**src/fwda_pkg.sv**
```systemverilog
`default_nettype none

package fwda_pkg;

    // Canonical quiet NaN used for every NaN result
    localparam logic [31:0] CANON_NAN = 32'h7FC0_0000;
    localparam logic [31:0] POS_ZERO  = 32'h0000_0000;

    // Configuration register indexes
    localparam int CFG_INDEX_W = 2;
    localparam logic [CFG_INDEX_W-1:0] CFG_ROUND_ACT = 2'd0;
    localparam logic [CFG_INDEX_W-1:0] CFG_ADD_BIAS  = 2'd1;

    // Word held in the queue between front and back
    typedef struct packed {
        logic [31:0] weight;
        logic [31:0] activation;
        logic [31:0] bias;
        logic        last;
    } word_t;

    // Unpacked binary32 operand, significand normalised to bit 23
    typedef struct packed {
        logic               nan;
        logic               inf;
        logic               zero;
        logic               sign;
        logic signed [9:0]  exp;
        logic [23:0]        sig;
    } unpacked_t;

    // Leading zero count, 24 bits
    function automatic logic [4:0] lzc24(input logic [23:0] v);
        logic [4:0] n;
        n = 5'd24;
        for (int i = 0; i < 24; i++) begin
            if (v[i]) n = 5'(23 - i);
        end
        return n;
    endfunction

    // Leading zero count, 27 bits
    function automatic logic [4:0] lzc27(input logic [26:0] v);
        logic [4:0] n;
        n = 5'd27;
        for (int i = 0; i < 27; i++) begin
            if (v[i]) n = 5'(26 - i);
        end
        return n;
    endfunction

    // Exact widening of binary16 to binary32
    function automatic logic [31:0] half_widen(input logic [15:0] h);
        logic        sign;
        logic [4:0]  ex;
        logic [9:0]  man;
        logic [3:0]  pos;
        logic [10:0] sh;
        logic [31:0] r;
        sign = h[15];
        ex   = h[14:10];
        man  = h[9:0];
        pos  = 4'd0;
        for (int i = 0; i < 10; i++) begin
            if (man[i]) pos = 4'(i);
        end
        sh = {1'b0, man} << (4'd10 - pos);
        if (ex == 5'd0) begin
            if (man == 10'd0) r = {sign, 31'd0};
            else r = {sign, 8'(8'd103 + {4'd0, pos}), sh[9:0], 13'd0};
        end
        else if (ex == 5'h1F) begin
            r = {sign, 8'hFF, man, 13'd0};
        end
        else begin
            r = {sign, 8'({3'd0, ex} + 8'd112), man, 13'd0};
        end
        return r;
    endfunction

    // binary32 to binary16, round to nearest even
    function automatic logic [15:0] half_narrow(input logic [31:0] f);
        logic               sign;
        logic [7:0]         ex;
        logic [22:0]        man;
        logic signed [9:0]  e;
        logic [23:0]        m;
        logic [4:0]         shift;
        logic [23:0]        hs;
        logic [23:0]        rem;
        logic [23:0]        half;
        logic [15:0]        h;
        sign = f[31];
        ex   = f[30:23];
        man  = f[22:0];
        e    = $signed({2'b00, ex}) - 10'sd112;
        m    = {1'b1, man};
        shift = 5'(10'sd14 - e);
        hs   = m >> shift;
        rem  = m & ~(24'hFF_FFFF << shift);
        half = 24'd1 << (shift - 5'd1);
        if (ex == 8'hFF) begin
            if (man != 23'd0) h = {sign, 5'h1F, 1'b1, man[21:13]};
            else h = {sign, 15'h7C00};
        end
        else if (e >= 10'sd31) begin
            h = {sign, 15'h7C00};
        end
        else if (e <= 10'sd0) begin
            if (e < -10'sd10) begin
                h = {sign, 15'd0};
            end
            else begin
                if (rem > half || (rem == half && hs[0])) hs = hs + 24'd1;
                h = {sign, hs[14:0]};
            end
        end
        else begin
            h = {sign, e[4:0], man[22:13]};
            if (man[12:0] > 13'h1000 || (man[12:0] == 13'h1000 && h[0]))
                h = h + 16'd1;
        end
        return h;
    endfunction

    // Classify and normalise a binary32 operand
    function automatic unpacked_t unpack32(input logic [31:0] f);
        unpacked_t  u;
        logic [23:0] sig;
        logic [4:0]  lz;
        sig    = {|f[30:23], f[22:0]};
        lz     = lzc24(sig);
        u.nan  = (f[30:23] == 8'hFF) && (f[22:0] != 23'd0);
        u.inf  = (f[30:23] == 8'hFF) && (f[22:0] == 23'd0);
        u.zero = (f[30:0] == 31'd0);
        u.sign = f[31];
        if (f[30:23] == 8'd0) begin
            u.sig = sig << lz;
            u.exp = -10'sd126 - $signed({5'd0, lz});
        end
        else begin
            u.sig = sig;
            u.exp = $signed({2'b00, f[30:23]}) - 10'sd127;
        end
        return u;
    endfunction

    // Round and pack: m[26] is the leading one, m[2:0] guard/round/sticky,
    // e is the biased exponent of m[26]
    function automatic logic [31:0] round_pack(input logic s,
                                               input logic signed [9:0] e,
                                               input logic [26:0] m);
        logic [9:0]  sh;
        logic [26:0] mm;
        logic [7:0]  ef;
        logic        inc;
        logic [30:0] pk;
        logic [31:0] r;
        sh = 10'(10'sd1 - e);
        mm = m;
        ef = e[7:0];
        if (e <= 10'sd0) begin
            ef = 8'd0;
            if (sh > 10'd26) begin
                mm = {26'd0, |m};
            end
            else begin
                mm = m >> sh[4:0];
                mm[0] = mm[0] | (|(m & ~({27{1'b1}} << sh[4:0])));
            end
        end
        inc = mm[2] & (mm[1] | mm[0] | mm[3]);
        pk  = {ef, mm[25:3]} + {30'd0, inc};
        if (m == 27'd0) r = {s, 31'd0};
        else if (e >= 10'sd255) r = {s, 8'hFF, 23'd0};
        else r = {s, pk};
        return r;
    endfunction

    // binary32 add, round to nearest even, subnormals kept
    function automatic logic [31:0] fadd(input logic [31:0] a, input logic [31:0] b);
        logic               nan_a;
        logic               nan_b;
        logic               inf_a;
        logic               inf_b;
        logic [31:0]        big;
        logic [31:0]        sml;
        logic [7:0]         eb;
        logic [7:0]         es;
        logic [7:0]         d;
        logic               sub;
        logic [26:0]        af;
        logic [26:0]        bf;
        logic [26:0]        bs;
        logic [27:0]        s;
        logic [4:0]         lz;
        logic [26:0]        m;
        logic signed [9:0]  e;
        logic [31:0]        r;
        nan_a = (a[30:23] == 8'hFF) && (a[22:0] != 23'd0);
        nan_b = (b[30:23] == 8'hFF) && (b[22:0] != 23'd0);
        inf_a = (a[30:23] == 8'hFF) && (a[22:0] == 23'd0);
        inf_b = (b[30:23] == 8'hFF) && (b[22:0] == 23'd0);
        if (b[30:0] > a[30:0]) begin
            big = b;
            sml = a;
        end
        else begin
            big = a;
            sml = b;
        end
        eb  = (big[30:23] == 8'd0) ? 8'd1 : big[30:23];
        es  = (sml[30:23] == 8'd0) ? 8'd1 : sml[30:23];
        d   = eb - es;
        sub = big[31] ^ sml[31];
        af  = {|big[30:23], big[22:0], 3'd0};
        bf  = {|sml[30:23], sml[22:0], 3'd0};
        if (d > 8'd26) begin
            bs = {26'd0, |bf};
        end
        else begin
            bs = bf >> d[4:0];
            bs[0] = bs[0] | (|(bf & ~({27{1'b1}} << d[4:0])));
        end
        s  = sub ? ({1'b0, af} - {1'b0, bs}) : ({1'b0, af} + {1'b0, bs});
        lz = lzc27(s[26:0]);
        if (s[27]) begin
            m = {s[27:2], s[1] | s[0]};
            e = $signed({2'b00, eb}) + 10'sd1;
        end
        else begin
            m = s[26:0] << lz;
            e = $signed({2'b00, eb}) - $signed({5'd0, lz});
        end
        if (nan_a || nan_b) r = CANON_NAN;
        else if (inf_a && inf_b) r = (a[31] != b[31]) ? CANON_NAN : a;
        else if (inf_a) r = a;
        else if (inf_b) r = b;
        else if (s == 28'd0) r = sub ? POS_ZERO : {big[31], 31'd0};
        else r = round_pack(big[31], e, m);
        return r;
    endfunction

    // Any NaN leaves the block as the canonical NaN
    function automatic logic [31:0] canon(input logic [31:0] f);
        logic [31:0] r;
        r = f;
        if (f[30:23] == 8'hFF && f[22:0] != 23'd0) r = CANON_NAN;
        return r;
    endfunction

endpackage

`default_nettype wire

```
**src/fwda_front.sv**
```systemverilog
`default_nettype none

module fwda_front (
    input  wire logic              round_act,
    input  wire logic [15:0]       weight_half,
    input  wire logic [31:0]       activation_bits,
    input  wire logic [31:0]       bias_bits,
    input  wire logic              last_of_dot,
    output fwda_pkg::word_t        word
);

    logic [31:0] act_rounded;

    // Activation optionally squeezed through binary16
    assign act_rounded = fwda_pkg::half_widen(fwda_pkg::half_narrow(activation_bits));

    // Weight widened exactly; word ready for the queue
    always_comb
    begin
        word.weight     = fwda_pkg::half_widen(weight_half);
        word.activation = round_act ? act_rounded : activation_bits;
        word.bias       = bias_bits;
        word.last       = last_of_dot;
    end

endmodule

`default_nettype wire

```
**src/fwda_queue.sv**
```systemverilog
`default_nettype none

module fwda_queue #(
    parameter int DEPTH = 4
) (
    input  wire logic              clk,
    input  wire logic              rst_n,
    input  wire logic              push,
    input  fwda_pkg::word_t        push_word,
    output logic                   full,
    input  wire logic              pop,
    output fwda_pkg::word_t        pop_word,
    output logic                   not_empty
);

    localparam int PTR_W = (DEPTH > 1) ? $clog2(DEPTH) : 1;
    localparam int CNT_W = $clog2(DEPTH + 1);

    fwda_pkg::word_t   store_reg [DEPTH];
    logic [PTR_W-1:0]  wr_ptr_reg;
    logic [PTR_W-1:0]  wr_ptr_next;
    logic [PTR_W-1:0]  rd_ptr_reg;
    logic [PTR_W-1:0]  rd_ptr_next;
    logic [CNT_W-1:0]  count_reg;
    logic [CNT_W-1:0]  count_next;

    assign full      = (count_reg == CNT_W'(DEPTH));
    assign not_empty = (count_reg != '0);
    assign pop_word  = store_reg[rd_ptr_reg];

    // Pointer and fill count update
    always_comb
    begin
        wr_ptr_next = wr_ptr_reg;
        rd_ptr_next = rd_ptr_reg;
        count_next  = count_reg;
        if (push) wr_ptr_next = (wr_ptr_reg == PTR_W'(DEPTH - 1)) ? '0 : wr_ptr_reg + 1'b1;
        if (pop) rd_ptr_next = (rd_ptr_reg == PTR_W'(DEPTH - 1)) ? '0 : rd_ptr_reg + 1'b1;
        if (push && !pop) count_next = count_reg + 1'b1;
        else if (pop && !push) count_next = count_reg - 1'b1;
    end

    always_ff @(posedge clk or negedge rst_n)
    begin
        if (!rst_n)
        begin
            wr_ptr_reg <= '0;
            rd_ptr_reg <= '0;
            count_reg  <= '0;
        end
        else
        begin
            wr_ptr_reg <= wr_ptr_next;
            rd_ptr_reg <= rd_ptr_next;
            count_reg  <= count_next;
        end
    end

    // Storage
    always_ff @(posedge clk)
    begin
        if (push) store_reg[wr_ptr_reg] <= push_word;
    end

    a_no_overflow: assert property (@(posedge clk) disable iff (!rst_n)
        count_reg <= CNT_W'(DEPTH))
        else $error("queue fill count past depth");

    a_no_underflow: assert property (@(posedge clk) disable iff (!rst_n)
        (pop && !push && count_reg == '0) |-> 1'b0)
        else $error("queue popped while empty");

endmodule

`default_nettype wire

```
**src/fwda_back.sv**
```systemverilog
`default_nettype none

module fwda_back (
    input  wire logic              clk,
    input  wire logic              rst_n,
    input  wire logic              add_bias,
    input  wire logic              word_valid,
    input  fwda_pkg::word_t        word,
    output logic                   pop,
    output logic [31:0]            sum_bits,
    output logic                   sum_valid,
    input  wire logic              sum_stall
);

    typedef struct packed {
        fwda_pkg::unpacked_t uw;
        fwda_pkg::unpacked_t ua;
        logic [31:0]         bias;
        logic                last;
    } s1_t;

    typedef struct packed {
        logic [47:0]         prod;
        logic signed [9:0]   esum;
        logic                sign;
        logic                spec;
        logic [31:0]         spec_bits;
        logic [31:0]         bias;
        logic                last;
    } s2_t;

    typedef struct packed {
        logic [31:0]         prod;
        logic [31:0]         bias;
        logic                last;
    } s3_t;

    typedef struct packed {
        logic [31:0]         sum;
        logic [31:0]         bias;
    } s4_t;

    logic        adv;
    logic        s1_valid_reg;
    logic        s2_valid_reg;
    logic        s3_valid_reg;
    logic        s4_valid_reg;
    logic        out_valid_reg;
    s1_t         s1_reg;
    s1_t         s1_next;
    s2_t         s2_reg;
    s2_t         s2_next;
    s3_t         s3_reg;
    s3_t         s3_next;
    s4_t         s4_reg;
    s4_t         s4_next;
    logic [31:0] acc_reg;
    logic [31:0] acc_next;
    logic [31:0] acc_sum;
    logic [31:0] sum_bits_reg;
    logic [31:0] sum_bits_next;

    // Whole back pipeline moves unless the output word is held
    assign adv       = !out_valid_reg || !sum_stall;
    assign pop       = adv && word_valid;
    assign sum_valid = out_valid_reg;
    assign sum_bits  = sum_bits_reg;

    // Stage 1: unpack operands
    always_comb
    begin
        s1_next.uw   = fwda_pkg::unpack32(word.weight);
        s1_next.ua   = fwda_pkg::unpack32(word.activation);
        s1_next.bias = word.bias;
        s1_next.last = word.last;
    end

    // Stage 2: significand multiply, special operands
    always_comb
    begin
        s2_next.prod = 48'(s1_reg.uw.sig) * 48'(s1_reg.ua.sig);
        s2_next.esum = s1_reg.uw.exp + s1_reg.ua.exp;
        s2_next.sign = s1_reg.uw.sign ^ s1_reg.ua.sign;
        s2_next.spec = 1'b1;
        s2_next.bias = s1_reg.bias;
        s2_next.last = s1_reg.last;
        if (s1_reg.uw.nan || s1_reg.ua.nan
            || (s1_reg.uw.inf && s1_reg.ua.zero) || (s1_reg.ua.inf && s1_reg.uw.zero))
            s2_next.spec_bits = fwda_pkg::CANON_NAN;
        else if (s1_reg.uw.inf || s1_reg.ua.inf)
            s2_next.spec_bits = {s2_next.sign, 8'hFF, 23'd0};
        else if (s1_reg.uw.zero || s1_reg.ua.zero)
            s2_next.spec_bits = {s2_next.sign, 31'd0};
        else
        begin
            s2_next.spec      = 1'b0;
            s2_next.spec_bits = fwda_pkg::POS_ZERO;
        end
    end

    // Stage 3: round the product to binary32
    always_comb
    begin
        s3_next.bias = s2_reg.bias;
        s3_next.last = s2_reg.last;
        if (s2_reg.spec)
            s3_next.prod = s2_reg.spec_bits;
        else if (s2_reg.prod[47])
            s3_next.prod = fwda_pkg::round_pack(s2_reg.sign, s2_reg.esum + 10'sd128,
                {s2_reg.prod[47:22], |s2_reg.prod[21:0]});
        else
            s3_next.prod = fwda_pkg::round_pack(s2_reg.sign, s2_reg.esum + 10'sd127,
                {s2_reg.prod[46:21], |s2_reg.prod[20:0]});
    end

    // Stage 4: accumulate, clear on the last element
    assign acc_sum = fwda_pkg::fadd(acc_reg, s3_reg.prod);

    always_comb
    begin
        acc_next     = acc_reg;
        s4_next.sum  = acc_sum;
        s4_next.bias = s3_reg.bias;
        if (s3_valid_reg) acc_next = s3_reg.last ? fwda_pkg::POS_ZERO : acc_sum;
    end

    // Stage 5: optional bias, NaN canonicalised
    assign sum_bits_next = fwda_pkg::canon(add_bias ? fwda_pkg::fadd(s4_reg.sum, s4_reg.bias)
                                                    : s4_reg.sum);

    always_ff @(posedge clk or negedge rst_n)
    begin
        if (!rst_n)
        begin
            s1_valid_reg  <= 1'b0;
            s2_valid_reg  <= 1'b0;
            s3_valid_reg  <= 1'b0;
            s4_valid_reg  <= 1'b0;
            out_valid_reg <= 1'b0;
            acc_reg       <= fwda_pkg::POS_ZERO;
        end
        else if (adv)
        begin
            s1_valid_reg  <= word_valid;
            s2_valid_reg  <= s1_valid_reg;
            s3_valid_reg  <= s2_valid_reg;
            s4_valid_reg  <= s3_valid_reg && s3_reg.last;
            out_valid_reg <= s4_valid_reg;
            acc_reg       <= acc_next;
        end
    end

    // Payload stages
    always_ff @(posedge clk)
    begin
        if (adv)
        begin
            s1_reg       <= s1_next;
            s2_reg       <= s2_next;
            s3_reg       <= s3_next;
            s4_reg       <= s4_next;
            sum_bits_reg <= sum_bits_next;
        end
    end

    a_acc_clear: assert property (@(posedge clk) disable iff (!rst_n)
        (adv && s3_valid_reg && s3_reg.last) |=> (acc_reg == fwda_pkg::POS_ZERO))
        else $error("accumulator not cleared after last element");

    a_out_source: assert property (@(posedge clk) disable iff (!rst_n)
        $rose(out_valid_reg) |-> $past(s4_valid_reg))
        else $error("result word without a finished dot");

    a_acc_hold: assert property (@(posedge clk) disable iff (!rst_n)
        !adv |=> $stable(acc_reg))
        else $error("accumulator moved while output held");

endmodule

`default_nettype wire

```
**src/fp16_weight_dot_accumulate.sv**
```systemverilog
`default_nettype none

// Streaming dot product: binary16 weights times binary32 activations, summed
// in binary32 with separate RNE roundings for multiply and add. One element
// per cycle is taken, with one result word per dot on the last element. The
// input side only stalls when the QUEUE_DEPTH word queue is full; behind it a
// five-stage pipeline (unpack, multiply, round, accumulate, bias) runs, and each
// result is held in the bias stage register until it is taken. The
// combinational accumulator adder is the loop that sets the one-element-per-cycle rate.
// Configuration: index 0 rounds activations to binary16 first, index 1 adds
// bias_bits to each finished sum; write only while the block is idle.
module fp16_weight_dot_accumulate #(
    parameter int QUEUE_DEPTH = 4
) (
    input  wire logic                             clk,
    input  wire logic                             rst_n,
    input  wire logic                             item_valid,
    output logic                                  item_stall,
    input  wire logic [15:0]                      weight_half,
    input  wire logic [31:0]                      activation_bits,
    input  wire logic [31:0]                      bias_bits,
    input  wire logic                             last_of_dot,
    output logic                                  sum_valid,
    input  wire logic                             sum_stall,
    output logic [31:0]                           sum_bits,
    input  wire logic                             cfg_valid,
    output logic                                  cfg_ready,
    input  wire logic [fwda_pkg::CFG_INDEX_W-1:0] cfg_index,
    input  wire logic                             cfg_data
);

    logic            round_act_reg;
    logic            add_bias_reg;
    logic            q_full;
    logic            q_not_empty;
    logic            q_pop;
    logic            q_push;
    fwda_pkg::word_t front_word;
    fwda_pkg::word_t q_word;

    assign cfg_ready  = 1'b1;
    assign item_stall = q_full;
    assign q_push     = item_valid && !q_full;

    // Configuration registers
    always_ff @(posedge clk or negedge rst_n)
    begin
        if (!rst_n)
        begin
            round_act_reg <= 1'b0;
            add_bias_reg  <= 1'b0;
        end
        else if (cfg_valid && cfg_ready)
        begin
            unique case (cfg_index)
                fwda_pkg::CFG_ROUND_ACT: round_act_reg <= cfg_data;
                fwda_pkg::CFG_ADD_BIAS:  add_bias_reg  <= cfg_data;
                default: ;
            endcase
        end
    end

    fwda_front u_front (
        .round_act       (round_act_reg),
        .weight_half     (weight_half),
        .activation_bits (activation_bits),
        .bias_bits       (bias_bits),
        .last_of_dot     (last_of_dot),
        .word            (front_word)
    );

    fwda_queue #(
        .DEPTH (QUEUE_DEPTH)
    ) u_queue (
        .clk       (clk),
        .rst_n     (rst_n),
        .push      (q_push),
        .push_word (front_word),
        .full      (q_full),
        .pop       (q_pop),
        .pop_word  (q_word),
        .not_empty (q_not_empty)
    );

    fwda_back u_back (
        .clk        (clk),
        .rst_n      (rst_n),
        .add_bias   (add_bias_reg),
        .word_valid (q_not_empty),
        .word       (q_word),
        .pop        (q_pop),
        .sum_bits   (sum_bits),
        .sum_valid  (sum_valid),
        .sum_stall  (sum_stall)
    );

endmodule

`default_nettype wire
```
**config.mk**
```make
export PLATFORM = sky130hd
export DESIGN_NAME = fp16_weight_dot_accumulate
export DESIGN_NICKNAME = d
export VERILOG_FILES = /design/src/fwda_pkg.sv /design/src/fwda_front.sv /design/src/fwda_queue.sv /design/src/fwda_back.sv /design/src/fp16_weight_dot_accumulate.sv
export SDC_FILE = /design/constraint.sdc
export NUM_CORES = 2
export LEC_CHECK = 0
export ABC_AREA = 1
export BUFFER_PORTS_ARGS = -buffer_cell sky130_fd_sc_hd__buf_2
export CAP_MARGIN = 20
export CORE_ASPECT_RATIO = 0.7
export CORE_MARGIN = 1.5
export CORE_UTILIZATION = 32
export CTS_CLUSTER_DIAMETER = 100
export DETAILED_ROUTE_END_ITERATION = 8
export SLEW_MARGIN = 10
export SYNTH_ARGS = -nofsm -noshare
export SYNTH_HDL_FRONTEND = slang
export SYNTH_SLANG_ARGS = --single-unit
```
**constraint.sdc**
```tcl
create_clock -name clk -period 38.1 [get_ports clk]
set_input_delay 3.81 -clock clk [delete_from_list [all_inputs] [get_ports clk]]
set_output_delay 3.81 -clock clk [all_outputs]
set_load 0.03 [all_outputs]
```
# == Word level (Yosys, flattened, before mapping) ==
# Memories as Yosys holds them, arrays and structs flattened.
# Cells that the tools add are included.
# word_totals
regBits,441
ramBits,388
inputBits,89
out_inout_bits,35
word_cells,503
memories,1
# mem_list
memory,words,width,read_ports,rd_clocked_by_memory_dff,write_ports,line_no,source
u_queue.store_reg,4,97,1,0,1,fwda_queue.sv:19,fwda_pkg::word_t store_reg [DEPTH];
# op_classes
add_sub_neg,40
mul,1
magnitude_cmp,21
n_eq_ne,18
shift,21
muxes,227
bitwise_logic,37
n_reduce_logical,98
# ops
operator,count
2-to-1 mux 32 bit,24
2-to-1 mux 26 bit,22
2-to-1 mux 31 bit,15
2-to-1 mux 5 bit,71
OR reduction 27 bit,8
nonzero test 23 bit,8
2-to-1 mux 8 bit,22
AND 27 bit,6
NOT 27 bit,6
left shift 27 x 5 -> 27 bit (first input constant),6
logical NOT 23 bit,6
adder 31 x 1 -> 31 bit,4
2-to-1 mux 4 bit,29
logical NOT 27 bit,4
2-to-1 mux 27 bit,4
right shift 27 x 5 -> 26 bit,4
2-to-1 mux 34 bit,2
== test 8 bit (second input constant),8
2-to-1 mux 16 bit,4
> comparator 31 bit,2
logical NOT 31 bit,2
OR reduction 31 bit,2
adder 27 x 27 -> 28 bit,2
logical NOT 28 bit,2
71 further kinds,200

# == Logic depth before layout (Yosys ltp) ==
# logic_depth
depth_word,69
depth_mapped,109
depth_no_buf,104

# == Hierarchy ==
# A second synthesis with hierarchy kept.
# hier_totals
hier_cells,12302
hier_area_um2,87520.2
# by_module_without_submodules
module,n_inst,cells_each,area_per_inst_um2,seq_area_each_um2
fwda_back,1,10036,65831.9,11856.4
fwda_queue,1,1185,15816.4,11826.3
fwda_front,1,1065,5758.0,0.0
fp16_weight_dot_accumulate,1,16,113.9,50.0

# == Worst setup path before layout ==
# OpenSTA, ideal clock, no wires.
# synth_path
path_type,input to register
from,in sum_stall
to,reg u_back.acc_reg[8]
setup_ns,0.083
arrival_ns,13.329
t_required_ns,38.017
slack_ns,24.688
path_stages,8
n_path_buf,1
path_cell_list,nand2_1 -> inv_1 -> nor2_1 -> clkinv_1 -> nor2_1 -> buf_1 -> nand3_1 -> o21ai_0
# synth_via
elab_chain_cells,3
# synth_lines
item,line_no,source
from (decl),fp16_weight_dot_accumulate.sv:24,"input wire logic sum_stall,"
logical NOT 1 bit,fwda_back.sv:64,assign adv = !out_valid_reg || !sum_stall;
logical OR 1 bit,fwda_back.sv:64,
AND reduction 2 bit (no source line),--,
to (signal assigned),fwda_back.sv:140,acc_reg <= fwda_pkg::POS_ZERO;
to (signal assigned),fwda_back.sv:149,acc_reg <= acc_next;
to (decl),fwda_back.sv:57,logic [31:0] acc_reg;
# Every way passes these cells.
# A chain may end at the register's enable or synchronous reset.

# == Worst setup path after layout ==
# layout_path
from,reg u_back.acc_reg[22]
to,"reg u_back.s4_reg[60] (netlist bit), data pin"
# layout_via
elab_chain_cells,66
elab_cells_between_ends,99
cone_classes,add/sub (7); order compare (5); shift (5); mux (55); bitwise (11); reduce/logical (16)
# layout_lines
item,line_no,source
> comparator 31 bit,fwda_pkg.sv:204,if (b[30:0] > a[30:0]) begin
2-to-1 mux 32 bit,fwda_pkg.sv:204,
logical NOT 8 bit (on tied branches),"fwda_pkg.sv:212, fwda_pkg.sv:213",
2-to-1 mux 8 bit (on tied branches),"fwda_pkg.sv:212, fwda_pkg.sv:213",
subtractor 8 bit,fwda_pkg.sv:214,d = eb - es;
left shift 27 x 5 -> 27 bit,fwda_pkg.sv:223,bs[0] = bs[0] | (|(bf & ~({27{1'b1}} << d[4:0])));
NOT 27 bit,fwda_pkg.sv:223,
AND 27 bit,fwda_pkg.sv:223,
[51 not listed],--,
2-to-1 mux 31 bit,fwda_pkg.sv:175,"else if (e >= 10'sd255) r = {s, 8'hFF, 23'd0};"
2-to-1 mux 31 bit,fwda_pkg.sv:174,"if (m == 27'd0) r = {s, 31'd0};"
2-to-1 mux 32 bit,fwda_pkg.sv:239,"else if (s == 28'd0) r = sub ? POS_ZERO : {big[31], 31'd0};"
2-to-1 mux 32 bit,fwda_pkg.sv:238,else if (inf_b) r = b;
2-to-1 mux 32 bit,fwda_pkg.sv:237,else if (inf_a) r = a;
2-to-1 mux 32 bit,fwda_pkg.sv:236,else if (inf_a && inf_b) r = (a[31] != b[31]) ? CANON_NAN : a;
2-to-1 mux 32 bit (*),fwda_pkg.sv:235,if (nan_a || nan_b) r = CANON_NAN;
named net u_back.acc_sum[28],fwda_back.sv:59,logic [31:0] acc_sum;
to (signal assigned),fwda_back.sv:161,s4_reg <= s4_next;
to (decl),fwda_back.sv:55,s4_t s4_reg;
# Mark *: on every way through the listed nets, which the timed path passes. The rest lies on a longest branch. The select of a mux whose other input is x is not followed.

==> parameters.txt <==
Parameter                              Value

Worst setup path
  Critical path start-end classification ... reg2reg
  Arrival time at the worst endpoint ... 19.91 ns
  Depth of the worst register-to-register path ... 82
  Sort of element at the end of the critical path ... flip-flop
  Crit path launch type ... flip-flop
  Largest fanout of any net on the critical path ... 29
  Slowest library cell on the worst path ... sky130_fd_sc_hd__o21ai_0
  Most used cell along the critical path ... sky130_fd_sc_hd__nand2_1
  Data required time at the worst endpoint ... 38.41 ns
  Critical path's largest stage delay ... 0.86 ns

Timing
  RSZ-0062 raised after global routing ... no
  Min Clock Period, post-route ... 19.59 ns
  Fin Clk Skew ... 0.0601 ns
  Number of endpoints failing setup at the final stage ... 0
  Max-slew violations ... 0
  Setup TNS Final ... 0 ns
  Final hold violation count ... 0
  Pin slew with the least headroom to its limit ... 1.28 ns
  Smallest setup slack after layout ... 18.51 ns
  Highest Clock Rate ... 51.0 MHz
  Relative max-transition margin ... 0.141
  Period utilization ... 0.514

Yosys
  Number of register bits inferred by synthesis ... 716
  Synthesized area ... 74,400 µm²
  Fraction of the yosys area taken by sequential cells ... 0.286
  Synthesized net count ... 11,300
  Top cells by area, synth ... sky130_fd_sc_hd__edfxtp_1 (27%), sky130_fd_sc_hd__nand2_1 (13%), sky130_fd_sc_hd__ha_1 (7.4%)
  Synthesized area per cell ... 7.06 µm²
  Gate count of the mapped netlist ... 10,500
  Warnings from Yosys ... 0
  Primary flip-flop cell chosen by synthesis mapping ... sky130_fd_sc_hd__edfxtp_1
  Async set-reset flop share out of synthesis ... 0.0642
  Top cell type by total area after synthesis ... sky130_fd_sc_hd__edfxtp_1
  Synth unique cells ... 99
  Share of the synthesized area in the top cell type ... 0.270
  Number of enable-type register cells in the synthesized netlist ... 670

Outcome
  Outcome ... complete, no violations

Clock tree
  Maximum buffer depth of the clock tree ... 3
  Clock root buffer ... sky130_fd_sc_hd__clkbuf_16
  Number of buffers inserted for hold repair after clock tree synthesis ... 0
  Clock Latency Late Sink ... 0.73 ns
  TritonCTS clock tree ... done
  Count of H-tree levels built during CTS ... 3
  Resized cells post-CTS ... 0
  TritonCTS Sinks ... 716
  Number of setup buffers added after CTS ... 0
  Num CTS Buffers ... 82
  Clock edge transition at the registers on the reported setup and hold paths ... 0.07 ns

Drt
  Overall routed net length ... 272 mm
  Antenna violation net count after detailed routing ... 0
  Via count of the routed design ... 73,300
  Iter 0 DRT Violations ... 10,300
  Number of remaining DRC errors ... 0
  WL/cell ... 20.1 µm
  Drt pass-1 iters ... 9
  Vias per cell ... 5.42

GRT
  Total global routing overflow ... 0
  First-pass GRT wire length ... 410 mm
  Largest net degree at the start of global routing ... 141
  Vias in the first global route ... 64,900
  Number of antenna violations at the first check in global routing ... 20
  Global Route Usage Sum ... 0.225

Floorplanning
  Horiz. Die Dim ... 579 µm
  Die area ... 236,000 µm²
  Number of placement rows ... 147
  Overall die height ... 406 µm
  I/O pin total ... 124
  Initial standard-cell utilization of the core ... 0.323
  Core region area ... 230,000 µm²

Finish
  Layout Area Growth over Synthesis ... 7.77%
  Filler Cells Inserted ... 24,700
  Max reg flops ... 332
  Number of standard cells in the layout, taps in and fillers out ... 13,500
  Nets ... 11,100
  Commonest non-fill, non-tap cells in the layout ... sky130_fd_sc_hd__nand2_1 (2,637), sky130_fd_sc_hd__inv_1 (1,414), sky130_fd_sc_hd__nand3_1 (1,076)
  Share of cells above drive strength 1 ... 0.0810
  Most common cell after layout, fill and taps aside ... sky130_fd_sc_hd__nand2_1
  Post-route cell area ... 80,200 µm²

Placement
  Gp weighted congestion ... 1.03
  Detail Placement HPWL ... 215 mm
  Cells after DPL ... 13,400
  Number of port buffers ... 122
  Area after DPL ... 77,300 µm²
  Post-place setup slack ... 19.60 ns

Min path
  Hold path depth ... 0
  Min-Delay Path Class ... reg2reg

Flow run
  Max-cap violations ... 0
[cells by family (layout without fill, tap and decap cells)]
group,Yosys count,in the layout,share of synthesized area
AO/OA/AOI/OAI,1761,1761,0.139
XOR/XNOR,120,120,0.0147
adder cells (fa/ha/maj),640,640,0.128
buffers and inverters,1928,1861,0.107
flip-flops,716,716,0.286
multiplexers,27,27,0.00363
other,1,5,0.0000504
AND/OR/NAND/NOR,5351,5351,0.322
[worst paths after layout]
check,start,endpoint,slack (ns)
worst min-delay path,u_back.s3_reg[20],u_back.s4_reg[19],0.39
worst max register to register,u_back.acc_reg[22],u_back.s4_reg[60],18.51
worst max-delay path,u_back.acc_reg[22],u_back.s4_reg[60],18.51
min in group asynchronous,rst_n,u_back.acc_reg[3],3.27
max in group asynchronous,rst_n,u_queue.rd_ptr_reg[0],34.17
worst min register to register,u_back.s3_reg[20],u_back.s4_reg[19],0.39
[metal layers]
layer / GRT usage / share of wire
met5: 0.00124 / 0.00014
met4: 0.0423 / 0.018
met3: 0.0550 / 0.12
met2: 0.290 / 0.37
met1: 0.364 / 0.49
[synth_stat cells, types with 50 or more instances]
library cell	n
sky130_fd_sc_hd__inv_1	1415
sky130_fd_sc_hd__nand2_2	131
sky130_fd_sc_hd__a21oi_1	447
sky130_fd_sc_hd__ha_1	438
sky130_fd_sc_hd__edfxtp_1	670
sky130_fd_sc_hd__o211ai_1	50
sky130_fd_sc_hd__nand2_4	58
sky130_fd_sc_hd__nor3_1	141
sky130_fd_sc_hd__nand3_1	1076
sky130_fd_sc_hd__clkbuf_1	297
sky130_fd_sc_hd__xor2_1	92
sky130_fd_sc_hd__nand2_1	2638
sky130_fd_sc_hd__o21ai_0	745
sky130_fd_sc_hd__nand4_1	180
sky130_fd_sc_hd__o22ai_1	86
sky130_fd_sc_hd__nor2_1	877
sky130_fd_sc_hd__fa_1	202
sky130_fd_sc_hd__nor4_1	52
sky130_fd_sc_hd__a31oi_1	54
[area by class of cell]
cell class / count / area [µm²] / area share
multi-input cells: 7900 / 45300 / 0.565
flip-flops and latches: 716 / 21300 / 0.265
inverters: 1492 / 5650 / 0.0704
well taps: 3054 / 3820 / 0.0476
clock buffers: 98 / 2160 / 0.0270
repair buffers: 221 / 1430 / 0.0178
clock inverters: 50 / 583 / 0.00727
diodes: 4 / 10.0 / 0.000125
[critical path: cells and delay by family, from the launching register on]
family,cells,cell delay [ns]
simple gates,44,8.37
buf+inv,17,3.01
compound gates,11,4.24
xor+xnor,3,0.47
fa+ha+maj,7,2.61
flops,1,0.42
[stage by stage]
stage	util	hold WS (ns)
after floorplan	-	0.400
final	0.348	0.392
after CTS	0.348	0.397
after global placement	0.336	0.400
after global routing	0.348	0.412
after detailed placement	0.336	0.405
Power is not shown: default switching activity piles up to over one toggle a cycle in this logic, so the estimate is an artifact.
